<file path="src/rtl/swarq_pkg.sv">
// ----------------------------------------------------------------------------
// Stop-and-wait ARQ sender package
// Shared types, codes and fixed constants of the sender and its checker.
// ----------------------------------------------------------------------------
package swarq_pkg;

  localparam int unsigned SEQ_W   = 16;
  localparam int unsigned LEN_W   = 13;
  localparam int unsigned ATT_W   = 4;
  localparam int unsigned TIMER_W = 16;

  // Longest chunk that is passed on; longer offers are clipped to it.
  localparam logic [LEN_W-1:0] MAX_CHUNK = 13'd5120;

  localparam logic [TIMER_W-1:0] TIMEOUT_RST   = 16'd100;
  localparam logic [TIMER_W-1:0] LATE_ACK_RST  = 16'd10;
  localparam logic [ATT_W-1:0]   MAX_SENDS_RST = 4'd6;

  typedef enum logic [1:0] {
    KIND_CHUNK = 2'd0,
    KIND_ACK   = 2'd1,
    KIND_TICK  = 2'd2,
    KIND_END   = 2'd3
  } kind_e;

  typedef enum logic [1:0] {
    ACT_DATA  = 2'd0,
    ACT_END   = 2'd1,
    ACT_ACKED = 2'd2,
    ACT_ABORT = 2'd3
  } action_e;

  typedef enum logic [1:0] {
    MODE_IDLE = 2'd0,
    MODE_WAIT = 2'd1,
    MODE_LATE = 2'd2
  } mode_e;

  typedef enum logic [1:0] {
    REG_TIMEOUT   = 2'd0,
    REG_LATE_ACK  = 2'd1,
    REG_MAX_SENDS = 2'd2
  } reg_e;

  typedef struct packed {
    action_e            action;
    logic [SEQ_W-1:0]   seq;
    logic [LEN_W-1:0]   length;
    logic [ATT_W-1:0]   attempt;
    logic               last;
  } result_t;

  typedef struct packed {
    logic [TIMER_W-1:0] timeout_ticks;
    logic [TIMER_W-1:0] late_ack_ticks;
    logic [ATT_W-1:0]   max_sends;
  } cfg_t;

  // Up to two results caused by one input transaction.
  typedef struct packed {
    logic    first_valid;
    logic    second_valid;
    result_t first;
    result_t second;
  } outcome_t;

endpackage

</file>
<file path="src/rtl/stop_and_wait_arq_sender.sv">
// ----------------------------------------------------------------------------
// Stop-and-wait ARQ sender
// Turns chunk, ack, tick and end-of-data events into packet send requests,
// completion reports, abort notices and end markers for a stop-and-wait link.
// ----------------------------------------------------------------------------
//
//  Channel   Direction  Handshake                 Carries
//  s_axis    in         tvalid / tready           events: kind, ack_seq, chunk_length
//  m_axis    out        tvalid / tready / tlast   results: action, seq, length, attempt
//  APB       in         psel / penable / pready   timeout_ticks, late_ack_ticks, max_sends
//
//  One input transaction is taken every cycle while results keep draining. Its
//  results appear on m_axis in the next cycle, from a two-entry output buffer.
//  An event that ends in an abort yields two results (abort, then end marker);
//  the second entry of the buffer then holds s_axis_tready low until the abort
//  has been taken, and so for as long as m_axis stalls on the abort.
//  While a result waits in the first entry and the second is free, s_axis_tready
//  follows m_axis_tready, so a stall on m_axis blocks s_axis in the same cycle.
//  Reset is asynchronous and active low; no clearing pass follows it.
//
module stop_and_wait_arq_sender #(
  parameter int unsigned SEQ_BITS = 16
) (
  input  logic        clk_i,
  input  logic        rst_ni,

  input  logic        s_axis_tvalid,
  output logic        s_axis_tready,
  input  logic [31:0] s_axis_tdata,   // [15:0] ack_seq, [28:16] chunk_length, rest zero
  input  logic [1:0]  s_axis_tuser,   // [1:0] kind

  output logic        m_axis_tvalid,
  input  logic        m_axis_tready,
  output logic [39:0] m_axis_tdata,   // [15:0] seq_out, [28:16] length_out, [32:29] attempt
  output logic [1:0]  m_axis_tuser,   // [1:0] action
  output logic        m_axis_tlast,

  input  logic        psel,
  input  logic        penable,
  input  logic        pwrite,
  input  logic [3:0]  paddr,
  input  logic [31:0] pwdata,
  output logic [31:0] prdata,
  output logic        pready
);
  import swarq_pkg::*;

  cfg_t     cfg_q;
  outcome_t outcome;
  logic     in_accept;
  logic     out_pop;
  logic     cfg_write;
  reg_e     reg_sel;

  result_t  slot0_q, slot1_q;
  logic     slot0_valid_q, slot1_valid_q;

  // Configuration registers. Writes are only expected while the sender is idle.
  assign pready    = 1'b1;
  assign cfg_write = psel && penable && pwrite && pready;
  assign reg_sel   = reg_e'(paddr[3:2]);

  always_ff @(posedge clk_i or negedge rst_ni) begin
    if (!rst_ni) begin
      cfg_q.timeout_ticks  <= TIMEOUT_RST;
      cfg_q.late_ack_ticks <= LATE_ACK_RST;
      cfg_q.max_sends      <= MAX_SENDS_RST;
    end else if (cfg_write) begin
      unique case (reg_sel)
        REG_TIMEOUT:   cfg_q.timeout_ticks  <= pwdata[TIMER_W-1:0];
        REG_LATE_ACK:  cfg_q.late_ack_ticks <= pwdata[TIMER_W-1:0];
        REG_MAX_SENDS: cfg_q.max_sends      <= pwdata[ATT_W-1:0];
        default: ;
      endcase
    end
  end

  always_comb begin
    unique case (reg_sel)
      REG_TIMEOUT:   prdata = 32'(cfg_q.timeout_ticks);
      REG_LATE_ACK:  prdata = 32'(cfg_q.late_ack_ticks);
      REG_MAX_SENDS: prdata = 32'(cfg_q.max_sends);
      default:       prdata = '0;
    endcase
  end

  // An input transaction is taken only when the buffer can absorb two results:
  // the second slot must be free and the first must be free or draining.
  assign s_axis_tready = !slot1_valid_q && (!slot0_valid_q || m_axis_tready);
  assign in_accept     = s_axis_tvalid && s_axis_tready;
  assign out_pop       = slot0_valid_q && m_axis_tready;

  swarq_fsm #(
    .SEQ_BITS(SEQ_BITS)
  ) u_fsm (
    .clk_i         (clk_i),
    .rst_ni        (rst_ni),
    .accept_i      (in_accept),
    .kind_i        (kind_e'(s_axis_tuser)),
    .ack_seq_i     (s_axis_tdata[15:0]),
    .chunk_length_i(s_axis_tdata[28:16]),
    .cfg_i         (cfg_q),
    .outcome_o     (outcome)
  );

  // Output buffer. Slot 0 drives m_axis; slot 1 holds the end marker that
  // follows an abort until slot 0 has been taken.
  always_ff @(posedge clk_i or negedge rst_ni) begin
    if (!rst_ni) begin
      slot0_valid_q <= 1'b0;
      slot1_valid_q <= 1'b0;
    end else if (outcome.first_valid) begin
      slot0_valid_q <= 1'b1;
      slot1_valid_q <= outcome.second_valid;
    end else if (out_pop) begin
      slot0_valid_q <= slot1_valid_q;
      slot1_valid_q <= 1'b0;
    end
  end

  always_ff @(posedge clk_i) begin
    if (outcome.first_valid) begin
      slot0_q <= outcome.first;
      slot1_q <= outcome.second;
    end else if (out_pop) begin
      slot0_q <= slot1_q;
    end
  end

  assign m_axis_tvalid = slot0_valid_q;
  assign m_axis_tdata  = {7'b0, slot0_q.attempt, slot0_q.length, slot0_q.seq};
  assign m_axis_tuser  = slot0_q.action;
  assign m_axis_tlast  = slot0_q.last;

endmodule

</file>
<file path="src/rtl/swarq_fsm.sv">
// ----------------------------------------------------------------------------
// Stop-and-wait ARQ sender state machine
// Holds the protocol state and works out the results of one transaction.
// ----------------------------------------------------------------------------
module swarq_fsm #(
  parameter int unsigned SEQ_BITS = 16
) (
  input  logic                          clk_i,
  input  logic                          rst_ni,
  input  logic                          accept_i,
  input  swarq_pkg::kind_e              kind_i,
  input  logic [swarq_pkg::SEQ_W-1:0]   ack_seq_i,
  input  logic [swarq_pkg::LEN_W-1:0]   chunk_length_i,
  input  swarq_pkg::cfg_t               cfg_i,
  output swarq_pkg::outcome_t           outcome_o
);
  import swarq_pkg::*;

  mode_e                mode_q, mode_d;
  logic [SEQ_BITS-1:0]  next_seq_q, next_seq_d;
  logic [LEN_W-1:0]     held_length_q, held_length_d;
  logic [ATT_W-1:0]     send_count_q, send_count_d;
  logic [TIMER_W-1:0]   wait_timer_q, wait_timer_d;

  logic                 busy;
  logic                 fail;
  logic                 ack_match;
  logic [LEN_W-1:0]     len_sat;
  logic [SEQ_BITS+SEQ_W-1:0] seq_ext;
  logic [SEQ_BITS+SEQ_W-1:0] ack_ext;
  logic [SEQ_W-1:0]     seq_cur;
  logic [ATT_W-1:0]     count_inc;

  // The sequence counter may be wider or narrower than the packet field.
  assign seq_ext   = {{SEQ_W{1'b0}}, next_seq_q};
  assign ack_ext   = {{SEQ_BITS{1'b0}}, ack_seq_i};
  assign seq_cur   = seq_ext[SEQ_W-1:0];
  assign ack_match = (ack_ext == seq_ext);
  assign busy      = (mode_q == MODE_WAIT) || (mode_q == MODE_LATE);
  assign len_sat   = (chunk_length_i > MAX_CHUNK) ? MAX_CHUNK : chunk_length_i;
  assign count_inc = send_count_q + 1'b1;

  always_comb begin
    mode_d        = mode_q;
    next_seq_d    = next_seq_q;
    held_length_d = held_length_q;
    send_count_d  = send_count_q;
    wait_timer_d  = wait_timer_q;
    fail          = 1'b0;
    outcome_o     = '0;

    if (!busy) begin
      mode_d = MODE_IDLE;
    end

    unique case (kind_i)
      KIND_CHUNK: begin
        if (!busy) begin
          held_length_d = len_sat;
          send_count_d  = ATT_W'(1);
          wait_timer_d  = cfg_i.timeout_ticks;
          mode_d        = MODE_WAIT;
          outcome_o.first_valid = 1'b1;
          outcome_o.first = '{ACT_DATA, seq_cur, len_sat, ATT_W'(1), 1'b1};
        end
      end
      KIND_ACK: begin
        if (busy) begin
          if (ack_match) begin
            outcome_o.first_valid = 1'b1;
            outcome_o.first = '{ACT_ACKED, seq_cur, held_length_q, send_count_q, 1'b1};
            next_seq_d   = next_seq_q + 1'b1;
            mode_d       = MODE_IDLE;
            wait_timer_d = '0;
          end else if (mode_q == MODE_WAIT) begin
            mode_d       = MODE_LATE;
            wait_timer_d = cfg_i.late_ack_ticks;
          end else begin
            fail = 1'b1;
          end
        end
      end
      KIND_TICK: begin
        if (busy) begin
          if (wait_timer_q <= TIMER_W'(1)) begin
            wait_timer_d = '0;
            fail         = 1'b1;
          end else begin
            wait_timer_d = wait_timer_q - 1'b1;
          end
        end
      end
      KIND_END: begin
        outcome_o.first_valid = 1'b1;
        outcome_o.first = '{ACT_END, seq_cur, '0, '0, 1'b1};
        next_seq_d    = SEQ_BITS'(1);
        mode_d        = MODE_IDLE;
        held_length_d = '0;
        send_count_d  = '0;
        wait_timer_d  = '0;
      end
      default: ;
    endcase

    // A failed wait either resends the held chunk or gives up on it.
    if (fail) begin
      outcome_o.first_valid = 1'b1;
      if (send_count_q >= cfg_i.max_sends) begin
        outcome_o.first = '{ACT_ABORT, seq_cur, held_length_q, send_count_q, 1'b0};
        outcome_o.second_valid = 1'b1;
        outcome_o.second = '{ACT_END, seq_cur, '0, '0, 1'b1};
        next_seq_d    = SEQ_BITS'(1);
        mode_d        = MODE_IDLE;
        held_length_d = '0;
        send_count_d  = '0;
        wait_timer_d  = '0;
      end else begin
        send_count_d = count_inc;
        wait_timer_d = cfg_i.timeout_ticks;
        mode_d       = MODE_WAIT;
        outcome_o.first = '{ACT_DATA, seq_cur, held_length_q, count_inc, 1'b1};
      end
    end

    if (!accept_i) begin
      outcome_o = '0;
    end
  end

  always_ff @(posedge clk_i or negedge rst_ni) begin
    if (!rst_ni) begin
      mode_q        <= MODE_IDLE;
      next_seq_q    <= SEQ_BITS'(1);
      held_length_q <= '0;
      send_count_q  <= '0;
      wait_timer_q  <= '0;
    end else if (accept_i) begin
      mode_q        <= mode_d;
      next_seq_q    <= next_seq_d;
      held_length_q <= held_length_d;
      send_count_q  <= send_count_d;
      wait_timer_q  <= wait_timer_d;
    end
  end

endmodule

</file>
<file path="config.mk">
export PLATFORM = sky130hd
export DESIGN_NAME = stop_and_wait_arq_sender
export DESIGN_NICKNAME = d
export VERILOG_FILES = /design/src/rtl/swarq_pkg.sv /design/src/rtl/stop_and_wait_arq_sender.sv /design/src/rtl/swarq_fsm.sv
export SDC_FILE = /design/constraint.sdc
export NUM_CORES = 1
export LEC_CHECK = 0
export BUFFER_PORTS_ARGS = -buffer_cell sky130_fd_sc_hd__buf_4
export CAP_MARGIN = 10
export CELL_PAD_IN_SITES_DETAIL_PLACEMENT = 0
export CELL_PAD_IN_SITES_GLOBAL_PLACEMENT = 2
export CORE_MARGIN = 4
export CORE_UTILIZATION = 38
export DETAILED_ROUTE_END_ITERATION = 8
export PLACE_DENSITY_LB_ADDON = 0.1
export SLEW_MARGIN = 20
export SYNTH_ARGS = -nofsm -noshare
export SYNTH_HDL_FRONTEND = slang
export SYNTH_SLANG_ARGS = --single-unit
</file>
<file path="constraint.sdc">
create_clock -name clk_i -period 7.55 [get_ports clk_i]
set_clock_uncertainty 0.2 [all_clocks]
set_input_delay 0.3775 -clock clk_i [delete_from_list [all_inputs] [get_ports clk_i]]
set_output_delay 0.3775 -clock clk_i [all_outputs]
set_load 0.005 [all_outputs]
</file>
==> results of run 1 <==
==> cell usage in the layout, fill, tap and decap left out, types with 3 or more instances in the layout <==
| cell type | netlist | final |
|---|---|---|
| dlygate4sd3_1 | 0 | 25 |
| buf_4 | 26 | 118 |
| a21o_1 | 6 | 6 |
| edfxtp_1 | 53 | 53 |
| ha_1 | 18 | 18 |
| nand2_1 | 57 | 57 |
| nor4_2 | 3 | 3 |
| xor2_1 | 21 | 21 |
| a41oi_1 | 4 | 4 |
| or3_1 | 3 | 3 |
| o21ai_0 | 36 | 36 |
| xnor2_1 | 9 | 9 |
| conb_1 | 2 | 24 |
| and3_1 | 17 | 17 |
| a21oi_1 | 24 | 24 |
| inv_1 | 23 | 23 |
| mux2i_1 | 18 | 18 |
| nor4_1 | 9 | 9 |
| a22o_1 | 16 | 16 |
| o21ai_1 | 5 | 4 |
| nor2_1 | 71 | 70 |
| clkbuf_16 | 0 | 17 |
| bufinv_16 | 0 | 4 |
| dfstp_2 | 8 | 8 |
| mux2_2 | 33 | 33 |
| nand4_1 | 4 | 4 |
| clkinv_4 | 0 | 4 |
| o211ai_1 | 3 | 3 |
| nand3_1 | 12 | 12 |
| a22oi_1 | 28 | 28 |
| dfrtp_1 | 81 | 81 |
| mux2_1 | 18 | 18 |
| a21oi_2 | 17 | 17 |
| a2bb2oi_1 | 3 | 3 |
| or4_1 | 4 | 4 |
| a31oi_1 | 15 | 15 |
| nor2b_1 | 4 | 4 |
| nor3_1 | 9 | 8 |
==> through the flow <==
stage	power [mW]	utilization (%)	worst slack [ns]	hold WS, ns
after detailed placement	2.07	43.3	3.39	0.243
after CTS	2.98	47.6	3.41	0.00167
after global placement	2.05	43.3	3.45	0.241
after floorplan	1.74	-	4.19	-0.118
after global routing	3.14	47.6	3.15	0.0126
final	2.95	47.6	3.45	0.0221
==> power by group through the flow <==
stage | Sequential, mW | Combinational [mW] | Clock (mW)
floorplan | 1.15 | 0.592 | 0
detailed placement | 1.18 | 0.885 | 0
global route | 1.20 | 0.996 | 0.947
CTS | 1.17 | 0.900 | 0.910
finish | 1.17 | 0.886 | 0.892
global placement | 1.18 | 0.870 | 0
==> worst reg2reg max path: stages (launching register included) <==
cell and delay (ns):
dfrtp_1 0.47, xor2_1 0.21, nor4_2 0.34, nand4_1 0.37
inv_2 0.29, o21ai_4 0.22, o21ai_4 0.19, buf_4 0.44
nand2_1 0.64, buf_4 0.45
==> cell families after synthesis <==
kind of cell | count (synthesis)
compound gates | 177
xor+xnor | 30
fa+ha+maj | 18
buf+inv | 87
flops | 142
mux | 69
other cells | 2
simple gates | 208
==> registers in the layout, summed over array words and instances (netlist names), 4 cells and up <==
signal	count
cfg_q	36
slot1_q	17
u_fsm.send_count_q	4
u_fsm.held_length_q	13
m_axis_tdata	33
u_fsm.wait_timer_q	16
u_fsm.next_seq_q	16
==> area by class of cell <==
cell class	instances	area share [%]
multi-input cells	526	37.5
flip-flops and latches	142	39.8
well taps	270	3.51
repair buffers	143	11.8
clock buffers	18	4.46
inverters	24	0.935
clock inverters	14	2.00
==> synthesized netlist by cell type (all sizes together), types with 4 or more instances <==
| cell type | instances | area (sq um) |
|---|---|---|
| a21o | 6 | 45.0 |
| a21oi | 41 | 269 |
| a22o | 16 | 140 |
| a22oi | 28 | 210 |
| a31oi | 15 | 93.8 |
| a41oi | 4 | 35.0 |
| and3 | 17 | 106 |
| buf | 42 | 287 |
| clkbuf | 21 | 78.8 |
| dfrtp | 81 | 2030 |
| dfstp | 8 | 210 |
| edfxtp | 53 | 1590 |
| ha | 18 | 225 |
| inv | 24 | 90.1 |
| mux2 | 51 | 574 |
| mux2i | 18 | 180 |
| nand2 | 57 | 214 |
| nand3 | 12 | 60.1 |
| nand4 | 5 | 37.5 |
| nor2 | 72 | 278 |
| nor2b | 4 | 25.0 |
| nor3 | 10 | 61.3 |
| nor4 | 12 | 93.8 |
| o21ai | 43 | 230 |
| or4 | 4 | 30.0 |
| xnor2 | 9 | 78.8 |
| xor2 | 21 | 184 |
==> worst paths after layout <==
kind	startpoint	to	slack, ns	cells after the start
setup / recovery	u_fsm.next_seq_q[8]$_DFFE_PN0P_	m_axis_tdata[10]$_DFFE_PP_	3.45	9
hold / removal	pwdata[0]	cfg_q[4]$_DFFE_PN0P_	0.02	2
setup reg to reg	u_fsm.next_seq_q[8]$_DFFE_PN0P_	m_axis_tdata[10]$_DFFE_PP_	3.45	9
hold reg to reg	u_fsm.held_length_q[6]$_DFFE_PN0P_	u_fsm.held_length_q[6]$_DFFE_PN0P_	0.31	1
max in group asynchronous	rst_ni	u_fsm.wait_timer_q[1]$_DFFE_PN0P_	5.73	3
min in group asynchronous	rst_ni	u_fsm.next_seq_q[4]$_DFFE_PN0P_	0.35	2
==> routing by layer <==
layer,up-vias,routed length (microns),part of all wire [%],track usage [%]
li1,2873,-,-,-
met1,2969,8850,43,23.3
met2,158,10600,52,32.1
met3,19,878,4.3,3.65
met4,0,221,1.1,4.99
met5,-,0,0,0
==> timing repair <==
action                                  CTS  global route
hold endpoints to repair                 78             0
endpoints found under the setup margin    0             0
hold buffers                             25             0
==> impl_results.md, run 1 <==
- CP Cell Sequence: xor2_1, nor4_2, nand4_1, inv_2, o21ai_4, o21ai_4, buf_4, nand2_1, buf_4
- Multi-input gate area: 3620 sq um
- Vias in the first global route: 6239
- PostCTS Resize Cnt: 0
- Reg area: 3830 sq um
- Max Cap Viol: 0
- CTS sink count: 142
- Pwr dens: 306 nW/um^2
- Post-synth EDFFs: 53
- Relative slew slack: 26.9%
- Antenna Nets Post-Route: 0
- Post-Route WL: 20600 microns
- Synth Area in Simple Gates: 13.0%
- Int Power: 1.96 mW
- Worst Path Required: 7.50 ns
- Unrepaired setup endpoints after global routing: no
- Switching power total: 986 uW
- Die Ht: 151 microns
- Post-synthesis compound-gate area fraction: 16.0%
- Syn. warnings: 0
- Worst-path clk slew: 0.06 ns
- I/O pin cnt: 155
- Syn_area_per_cell: 10.6 sq um
- Critical Path Sink Type: flop
- IO Port Bufs: 109
- Fin cells: 1137
- Design Area, Final: 9630 sq um
- Mux share of post-synthesis cell area: 9.67%
- DP HPWL: 14200 microns
- Postcts setup bufs: 0
- Adder-Cell Fraction of Synth Area: 2.89%
- Yosys cell types: 65
- Fin. max-slew vios: 0
- Fin. Hold Viols: 0
- Drt drc: 0
- Diodes inserted: 0
- Ys flop type: dfrtp_1
- Full die area: 22900 sq um
- Mapped cell area: 7800 sq um
- GR Util All Layers: 18.4%
- DR vias/cell: 5.29
- Crit Path Max Fanout: 38
- DR WL/cell: 18.1 microns
- Post-synth ARST share: 62.7%
- CP max-delay cell: nand2_1
- Main combinational cell family by area after synthesis: compound AO/OA/AOI/OAI gates
- Seq pwr share: 39.7%
- Worst skew pair latency: 0.42 ns
- Clk root buf: clkbuf_16
- Crit path launch type: flop
- Die W: 151 microns
- Post-Syn Instances: 733
- Final Cycle Share: 54.3%
- CTS max path bufs: 2
- Sw Share: 33.5%
- Initial antenna violation count: 0
- 1st-pass router iterations: 5
- Crit Path Class: flop to flop
- Via count: 6019
- Final Setup Violations: 0
- Logic pwr share: 30.1%
- Flop and latch count out of synthesis: 142
- Placed cells: 1080
- Max incr delay on CP: 0.63 ns
- Area Growth Syn to Fin: 23.5%
- DR iter-0 viols: 350
- Slew @ Worst Pin: 1.09 ns
- CTS buffer count: 17
- Seq/Total Area, Yosys: 49.1%
- Core Region: 20200 sq um
- Min Tclk post-route: 4.10 ns
- Fmax: 244 MHz
- Setup_tns: 0 ns
- Dpl cell area: 8760 sq um
- Htree depth: 4
- Layout cells sized above 1: 25.7%
- Maximum VDD drop: 0.000168 V
- Crit path buf inv count: 3
- # rows: 52
- Leak Pwr: 4.08 nW
- First-pass GRT wire length: 32900 microns
- Post-Synth XOR/XNOR Area: 3.37%
- Largest net degree at the start of global routing: 49
- CTS tree: built
- Gr ovfl total: 0
- Crit path DAT: 4.05 ns
- Status: finished, final reports clean
- Hold WC Path Type: input pin to flop
- Clock power frac: 30.3%
- Nets: 949
- Number of fill cells: 1921
- Starting Density: 38.5%
- CP top delay family: simple AND/OR/NAND/NOR gates
- Final Wtd Congestion: 0.774
(Power assumes the default switching activity.)
==> run 2, diff against run 1 <==
--- a/config.mk
+++ b/config.mk
@@ -10,7 +10,7 @@
 export CELL_PAD_IN_SITES_DETAIL_PLACEMENT = 0
 export CELL_PAD_IN_SITES_GLOBAL_PLACEMENT = 2
 export CORE_MARGIN = 4
-export CORE_UTILIZATION = 38
+export CORE_UTILIZATION = 35
 export DETAILED_ROUTE_END_ITERATION = 8
 export PLACE_DENSITY_LB_ADDON = 0.1
 export SLEW_MARGIN = 20
==> constraint.sdc (replaced) <==
create_clock -name clk_i -period 4.25 [get_ports clk_i]
set_clock_uncertainty 0.2 [all_clocks]
set_input_delay 0.2125 -clock clk_i [delete_from_list [all_inputs] [get_ports clk_i]]
set_output_delay 0.2125 -clock clk_i [all_outputs]
set_load 0.005 [all_outputs]
==> impl_results.md, run 2 (synthesized netlist as in run 1, its figures left out) <==
- Status: finished, final reports clean (unchanged)
- R2R Path End: m_axis_tdata[15]$_DFFE_PP_ (was m_axis_tdata[10]$_DFFE_PP_)
- Dpl cell area: 8830 sq um (was 8760 sq um)
- Maximum VDD drop: 0.000275 V (was 0.000168 V)
- Post-Route WL: 21100 microns (was 20600 microns)
- Htree depth: 4 (unchanged)
- CTS max path bufs: 2 (unchanged)
- PostCTS Resize Cnt: 0 (unchanged)
- Fmax: 290 MHz (was 244 MHz)
- Crit path depth: 9 (unchanged)
- Die Ht: 157 microns (was 151 microns)
- Fin cells: 1159 (was 1137)
- Clk root buf: clkbuf_16 (unchanged)
- Setup_tns: 0 ns (unchanged)
- IO Port Bufs: 109 (unchanged)
- Final Cycle Share: 81.0% (was 54.3%)
- Max reg flops: 36 (unchanged)
- R2r startpoint: u_fsm.mode_q[0]$_DFFE_PN0P_ (was u_fsm.next_seq_q[8]$_DFFE_PN0P_)
- Fin. Hold Viols: 0 (unchanged)
- Crit path launch type: flop (unchanged)
- Area Growth Syn to Fin: 24.4% (was 23.5%)
- Leak Pwr: 4.11 nW (was 4.08 nW)
- Crit path DAT: 3.34 ns (was 4.05 ns)
- Relative slew slack: 36.0% (was 26.9%)
- I/O pin cnt: 155 (unchanged)
- Final Setup Violations: 0 (unchanged)
- Final Power: 5.17 mW (was 2.95 mW)
- Hold WC Path Type: input pin to flop (unchanged)
- Worst-path clk slew: 0.06 ns (about the same)
- Most frequent cells in the layout: buf_4, dfrtp_1, nor2_1 (unchanged)
- Core Region: 21900 sq um (was 20200 sq um)
- Antenna Nets Post-Route: 0 (unchanged)
- CP Cell Sequence: inv_1, ha_1, nor2b_1, nand3_1, o21ai_4, o21ai_4, buf_4, nand2_1, buf_4 (was xor2_1, nor4_2, nand4_1, inv_2, o21ai_4, o21ai_4, buf_4, nand2_1, buf_4)
- Biggest register: cfg_q (unchanged)
- Layout cells sized above 1: 25.9% (was 25.7%)
- CP startpoint: u_fsm.mode_q[0]$_DFFE_PN0P_ (was u_fsm.next_seq_q[8]$_DFFE_PN0P_)
- Largest net degree at the start of global routing: 55 (was 49)
- CP top delay family: compound AO/OA/AOI/OAI gates (was simple AND/OR/NAND/NOR gates)
- DP HPWL: 14800 microns (was 14200 microns)
- Crit path buf inv count: 3 (unchanged)
- Drt drc: 0 (unchanged)
- # rows: 54 (was 52)
- Max incr delay on CP: 0.55 ns (was 0.63 ns)
- DR iter-0 viols: 224 (was 350)
- Die W: 157 microns (was 151 microns)
- Crit path capture: m_axis_tdata[15]$_DFFE_PP_ (was m_axis_tdata[10]$_DFFE_PP_)
- Design Area, Final: 9700 sq um (was 9630 sq um)
- Slew @ Worst Pin: 0.958 ns (was 1.09 ns)
- 1st-pass router iterations: 4 (was 5)
- Number of fill cells: 2126 (was 1921)
- Gr ovfl total: 0 (unchanged)
- Worst skew pair latency: 0.42 ns (about the same)
- Pwr dens: 533 nW/um^2 (was 306 nW/um^2)
- Crit Path Class: flop to flop (unchanged)
- Diodes inserted: 0 (unchanged)
- Min Tclk post-route: 3.44 ns (was 4.10 ns)
- Critical Path Sink Type: flop (unchanged)
- Commonest non-fill, non-tap cell in the layout: buf_4 (unchanged)
- CP max-delay cell: o21ai_4 (was nand2_1)
- Unrepaired setup endpoints after global routing: no (unchanged)
- Initial antenna violation count: 0 (unchanged)
- Worst Path Required: 4.14 ns (was 7.50 ns)
- Starting Density: 35.6% (was 38.5%)
- Crit Path Max Fanout: 20 (was 38)
- GR Util All Layers: 17.4% (was 18.4%)
- CTS tree: built (unchanged)
- Via count: 5963 (was 6019)
- DR vias/cell: 5.14 (was 5.29)
- Nets: 961 (was 949)
- Register-to-Register Path Depth: 9 (unchanged)
- Final Wtd Congestion: 0.806 (was 0.774)
- First-pass GRT wire length: 33800 microns (was 32900 microns)
- DR WL/cell: 18.2 microns (was 18.1 microns)
- Full die area: 24700 sq um (was 22900 sq um)
- Vias in the first global route: 6237 (was 6239)
- CTS buffer count: 17 (unchanged)
- Fin. max-slew vios: 0 (unchanged)
- CTS sink count: 142 (unchanged)
- Max Cap Viol: 0 (unchanged)
- Worst R2R Setup Slack: 0.81 ns (was 3.45 ns)
- Placed cells: 1098 (was 1080)
[run 2: cell count changes in the layout (fill, tap and decap cells not counted), sizes merged]
cell | before | now
dlygate4sd3 | 25 | 29
bufinv | 4 | 3
clkinv | 7 | 6
inv | 25 | 24
clkinvlp | 2 | 3
clkbuf | 18 | 20
buf | 118 | 126
[run 2: layout make-up]
type                            instances  area, sq um  share of cell area (%)
Tap cell                              280          350                    3.61
Timing Repair Buffer                  155         1240                    12.7
Clock inverter                         12          145                    1.50
Clock buffer                           20          437                    4.50
Sequential cell                       142         3830                    39.5
Inverter                               24         90.1                   0.929
Multi-Input combinational cell        526         3610                    37.3
[run 2: routing by layer]
| layer | vias to the layer above | track usage [%] | share of wire, % | routed length, microns |
|---|---|---|---|---|
| met4 | 0 | 4.71 | 1.3 | 273 |
| met2 | 103 | 30.9 | 52 | 10900 |
| met1 | 2947 | 22.0 | 44 | 9210 |
| met5 | - | 0 | 0 | 0 |
| met3 | 19 | 2.83 | 3.3 | 689 |
| li1 | 2894 | - | - | - |
[run 2: stage by stage]
| step | util (%) | hold WS, ns | worst slack, ns |
|---|---|---|---|
| after CTS | 44.3 | 0.0232 | 0.797 |
| after global placement | 40.3 | 0.154 | 0.836 |
| after detailed placement | 40.3 | 0.162 | 0.805 |
| after floorplan | - | -0.283 | 0.889 |
| final | 44.3 | 0.0512 | 0.807 |
| after global routing | 44.3 | 0.0898 | 0.570 |
[run 2: tightest hold or removal path, stage by stage]
cell	delay, ns
buf_4	0.09
a21oi_1	0.03
nor2_1	0.13
a22o_1	0.16
[run 2: how the worst min path moves through the flow]
| stage | start | to | cells past startpoint |
|---|---|---|---|
| after global routing | s_axis_tdata[26] | u_fsm.held_length_q[10]$_DFFE_PN0P_ | 4 |
| final | s_axis_tdata[26] | u_fsm.held_length_q[10]$_DFFE_PN0P_ | 4 |
| after floorplan | rst_ni | cfg_q[0]$_DFFE_PN0P_ | 0 |
| after detailed placement | rst_ni | u_fsm.next_seq_q[12]$_DFFE_PN0P_ | 1 |
| after CTS | s_axis_tdata[26] | u_fsm.held_length_q[10]$_DFFE_PN0P_ | 4 |
| after global placement | rst_ni | u_fsm.next_seq_q[12]$_DFFE_PN0P_ | 1 |
[run 2: timing repair]
| action | 4_1_cts | 5_1_grt |
|---|---|---|
| buffers inserted | 0 | 0 |
| hold buffers | 29 | 0 |
| endpoints found under the setup margin | 0 | 0 |
| hold endpoints to repair | 110 | 0 |
[run 2: report_power, final]
part / internal [mW] / switching (mW)
clock: 0.917 / 0.583
sequential: 1.82 / 0.247
combinational: 0.689 / 0.906
total: 3.43 / 1.74
==> run 3, diff against run 2 <==
--- a/config.mk
+++ b/config.mk
@@ -5,12 +5,13 @@
 export SDC_FILE = /design/constraint.sdc
 export NUM_CORES = 1
 export LEC_CHECK = 0
+export ABC_AREA = 1
 export BUFFER_PORTS_ARGS = -buffer_cell sky130_fd_sc_hd__buf_4
 export CAP_MARGIN = 10
 export CELL_PAD_IN_SITES_DETAIL_PLACEMENT = 0
 export CELL_PAD_IN_SITES_GLOBAL_PLACEMENT = 2
 export CORE_MARGIN = 4
-export CORE_UTILIZATION = 35
+export CORE_UTILIZATION = 32
 export DETAILED_ROUTE_END_ITERATION = 8
 export PLACE_DENSITY_LB_ADDON = 0.1
 export SLEW_MARGIN = 20
==> constraint.sdc (replaced) <==
create_clock -name clk_i -period 3.6 [get_ports clk_i]
set_clock_uncertainty 0.2 [all_clocks]
set_input_delay 0.18 -clock clk_i [delete_from_list [all_inputs] [get_ports clk_i]]
set_output_delay 0.18 -clock clk_i [all_outputs]
set_load 0.005 [all_outputs]
==> impl_results.md, run 3 <==
- Setup WS pre-CTS: 0.493 ns (was 0.805 ns)
- Final Wtd Congestion: 0.783 (was 0.806)
- Mapped cell area: 8390 sq um (was 7800 sq um)
- Setup_tns: 0 ns (unchanged)
- Post-Syn Instances: 1118 (was 733)
- GR Util All Layers: 18.1% (was 17.4%)
- Seq pwr share: 37.0% (was 40.1%)
- Fin. Hold Viols: 0 (unchanged)
- 1st-pass router iterations: 5 (was 4)
- Crit path DAT: 3.06 ns (was 3.34 ns)
- Biggest register: cfg_q (unchanged)
- Post-Route WL: 25500 microns (was 21100 microns)
- Hold WC Path Type: input pin to async pin (was input pin to flop)
- Worst skew pair latency: 0.43 ns (was 0.42 ns)
- Die Ht: 170 microns (was 157 microns)
- Initial antenna violation count: 0 (unchanged)
- Nets: 1346 (was 961)
- DR WL/cell: 16.0 microns (was 18.2 microns)
- Flop and latch count out of synthesis: 142 (unchanged)
- Diodes inserted: 0 (unchanged)
- R2r startpoint: u_fsm.next_seq_q[0]$_DFFE_PN1P_ (was u_fsm.mode_q[0]$_DFFE_PN0P_)
- Core Region: 25900 sq um (was 21900 sq um)
- Placed cells: 1538 (was 1098)
- Area Growth Syn to Fin: 24.0% (was 24.4%)
- Fmax: 323 MHz (was 290 MHz)
- Htree depth: 4 (unchanged)
- Full die area: 28900 sq um (was 24700 sq um)
- Ys flop type: dfrtp_1 (unchanged)
- Register-to-Register Path Depth: 14 (was 9)
- Largest net degree at the start of global routing: 36 (was 55)
- Pwr dens: 629 nW/um^2 (was 533 nW/um^2)
- Setup slack after layout: 0.508 ns (was 0.807 ns)
- CTS buffer count: 17 (unchanged)
- Worst-path clk slew: 0.07 ns (was 0.06 ns)
- Post-synth ARST share: 62.7% (unchanged)
- Final Power: 6.54 mW (was 5.17 mW)
- Status: finished, final reports clean (unchanged)
- Crit Path Class: flop to flop (unchanged)
- Starting Density: 32.4% (was 35.6%)
- Seq/Total Area, Yosys: 45.6% (was 49.1%)
- Max reg flops: 36 (unchanged)
- Int Power: 3.99 mW (was 3.43 mW)
- Slew @ Worst Pin: 0.965 ns (was 0.958 ns)
- Met2 Use GR: 29.6% (was 30.9%)
- Antenna Nets Post-Route: 0 (unchanged)
- Unrepaired setup endpoints after global routing: no (unchanged)
- Logic pwr share: 34.5% (was 30.9%)
- Top-count cell post-synth: nand2_1 (was dfrtp_1)
- R2R Path End: m_axis_tdata[28]$_SDFFCE_PN0P_ (was m_axis_tdata[15]$_DFFE_PP_)
- Syn_area_per_cell: 7.50 sq um (was 10.6 sq um)
- PostCTS Resize Cnt: 0 (unchanged)
- IO Port Bufs: 109 (unchanged)
- DR iter-0 viols: 528 (was 224)
- Drt drc: 0 (unchanged)
- Fin. max-slew vios: 0 (unchanged)
- Die W: 170 microns (was 157 microns)
- Maximum VDD drop: 0.000309 V (was 0.000275 V)
- Most frequent cells in the layout: nand2_1, buf_4, inv_1 (was buf_4, dfrtp_1, nor2_1)
- Post-synth EDFFs: 53 (unchanged)
- Via count: 7503 (was 5963)
- Clk root buf: clkbuf_16 (unchanged)
- Synth top area share: 24.2% (was 26.0%)
- Gr ovfl total: 0 (unchanged)
- Crit Path Max Fanout: 27 (was 20)
- Switching power total: 2.55 mW (was 1.74 mW)
- Main area contributors after synthesis: dfrtp_1, edfxtp_1, nand2_1 (was dfrtp_1, edfxtp_1, mux2_2)
- CTS tree: built (unchanged)
- Cell taking the most area after synthesis: dfrtp_1 (unchanged)
- Worst R2R Setup Slack: 0.51 ns (was 0.81 ns)
- Busiest grt layer: met2 (unchanged)
- Commonest cells in the netlist: nand2_1, inv_1, o21ai_0, nand3_1, nor2_1 (was dfrtp_1, nor2_1, nand2_1, edfxtp_1, o21ai_0)
- Fin cells: 1599 (was 1159)
- # rows: 59 (was 54)
- Syn. warnings: 0 (unchanged)
- CTS max path bufs: 2 (unchanged)
- I/O pin cnt: 155 (unchanged)
- Relative slew slack: 35.5% (was 36.0%)
- Crit path launch type: flop (unchanged)
- WHS: 0.000281 ns (was 0.0512 ns)
- Min Tclk post-route: 3.09 ns (was 3.44 ns)
- Final Setup Violations: 0 (unchanged)
- First-pass GRT wire length: 41400 microns (was 33800 microns)
- Sw Share: 39.0% (was 33.6%)
- Commonest non-fill, non-tap cell in the layout: nand2_1 (was buf_4)
- Max Cap Viol: 0 (unchanged)
- M1 GR Usage: 25.2% (was 22.0%)
- DP HPWL: 17900 microns (was 14800 microns)
- Leak Pwr: 4.88 nW (was 4.11 nW)
- Layout cells sized above 1: 16.1% (was 25.9%)
- Final Cycle Share: 85.9% (was 81.0%)
- Worst Path Required: 3.57 ns (was 4.14 ns)
- Yosys cell types: 37 (was 65)
- Vias in the first global route: 7340 (was 6237)
- DR vias/cell: 4.69 (was 5.14)
- CTS sink count: 142 (unchanged)
- Clock power frac: 28.5% (was 29.0%)
- Critical Path Sink Type: flop (unchanged)
- Met3 usage in global routing: 2.28% (was 2.83%)
-- run 3: cell types whose count changed in the layout (fill, tap and decap cells not counted), moves of 28 or more --
cell and change:
nand2_1 +287, mux2_2 -33, inv_1 +93, o21ai_0 +62
nand3_1 +71, a22oi_1 -28, nand4_1 +37
-- run 3: worst max-delay path by stage --
stage / cells after the start / endpoint / slack [ns] / from
finish: 14 / m_axis_tdata[28]$_SDFFCE_PN0P_ / 0.51 / u_fsm.next_seq_q[0]$_DFFE_PN1P_
global route: 14 / m_axis_tdata[28]$_SDFFCE_PN0P_ / 0.28 / u_fsm.next_seq_q[10]$_DFFE_PN0P_
detailed placement: 14 / m_axis_tdata[9]$_DFFE_PP_ / 0.49 / u_fsm.next_seq_q[14]$_DFFE_PN0P_
floorplan: 11 / m_axis_tdata[0]$_DFFE_PP_ / 0.64 / u_fsm.mode_q[0]$_DFFE_PN0P_
CTS: 14 / m_axis_tdata[4]$_DFFE_PP_ / 0.49 / u_fsm.next_seq_q[14]$_DFFE_PN0P_
global placement: 14 / m_axis_tdata[28]$_SDFFCE_PN0P_ / 0.52 / u_fsm.next_seq_q[0]$_DFFE_PN1P_
-- run 3: power groups by stage --
stage	clock, mW	sequential (mW)	combinational [mW]
detailed placement	0	2.45	2.27
floorplan	0	2.38	1.47
global placement	0	2.45	2.25
finish	1.87	2.42	2.26
global route	1.98	2.47	2.59
CTS	1.91	2.42	2.30
-- run 3: repair_timing --
item,4_1_cts,5_1_grt
hold buffers,29,0
hold endpoints to repair,140,0
endpoints found under the setup margin,0,0
setup buffers,0,0
-- run 3: critical path, stage by stage (launching register included) --
cell and delay, ns:
dfstp_2 0.59, inv_2 0.08, nand2_1 0.06, nand2_1 0.04
nor2_1 0.10, nand2_1 0.09, nor2_2 0.19, nand2_2 0.12
nand2_2 0.11, nand2_4 0.18, nand2_4 0.12, buf_4 0.36
nand2_2 0.36, nand2_1 0.14, a21oi_1 0.09
-- run 3: layer usage --
metal  vias to the layer above  routed length (microns)
met3                        20                      915
met1                      3480                    12100
met4                         0                      439
li1                       3867                        -
met2                       136                    12000
met5                         -                        0
-- run 3: cells by family (layout without fill, tap and decap cells) --
kind of cell,count (synthesis),count (layout),synth area share [%]
buffers and inverters,201,325,10.4
other,2,24,0.0895
XOR/XNOR,14,14,1.46
AO/OA/AOI/OAI,165,165,10.3
adder cells (fa/ha/maj),18,18,2.68
AND/OR/NAND/NOR,576,576,29.4
flip-flops,142,142,45.6
-- run 3: layout make-up --
cell class | instances | area, sq um
inverters | 132 | 495
fillers | 2773 | 15500
well taps | 335 | 419
clock inverters | 15 | 173
clock buffers | 17 | 425
multi-input cells | 797 | 3780
repair buffers | 161 | 1280
flip-flops and latches | 142 | 3830
-- run 3: metrics by stage --
step	util, %	instance area [sq um]
3_3_place_gp	36.7	9520
2_1_floorplan	-	8480
3_5_place_dp	36.7	9520
6_report	40.2	10400
4_1_cts	40.2	10400
5_1_grt	40.2	10400
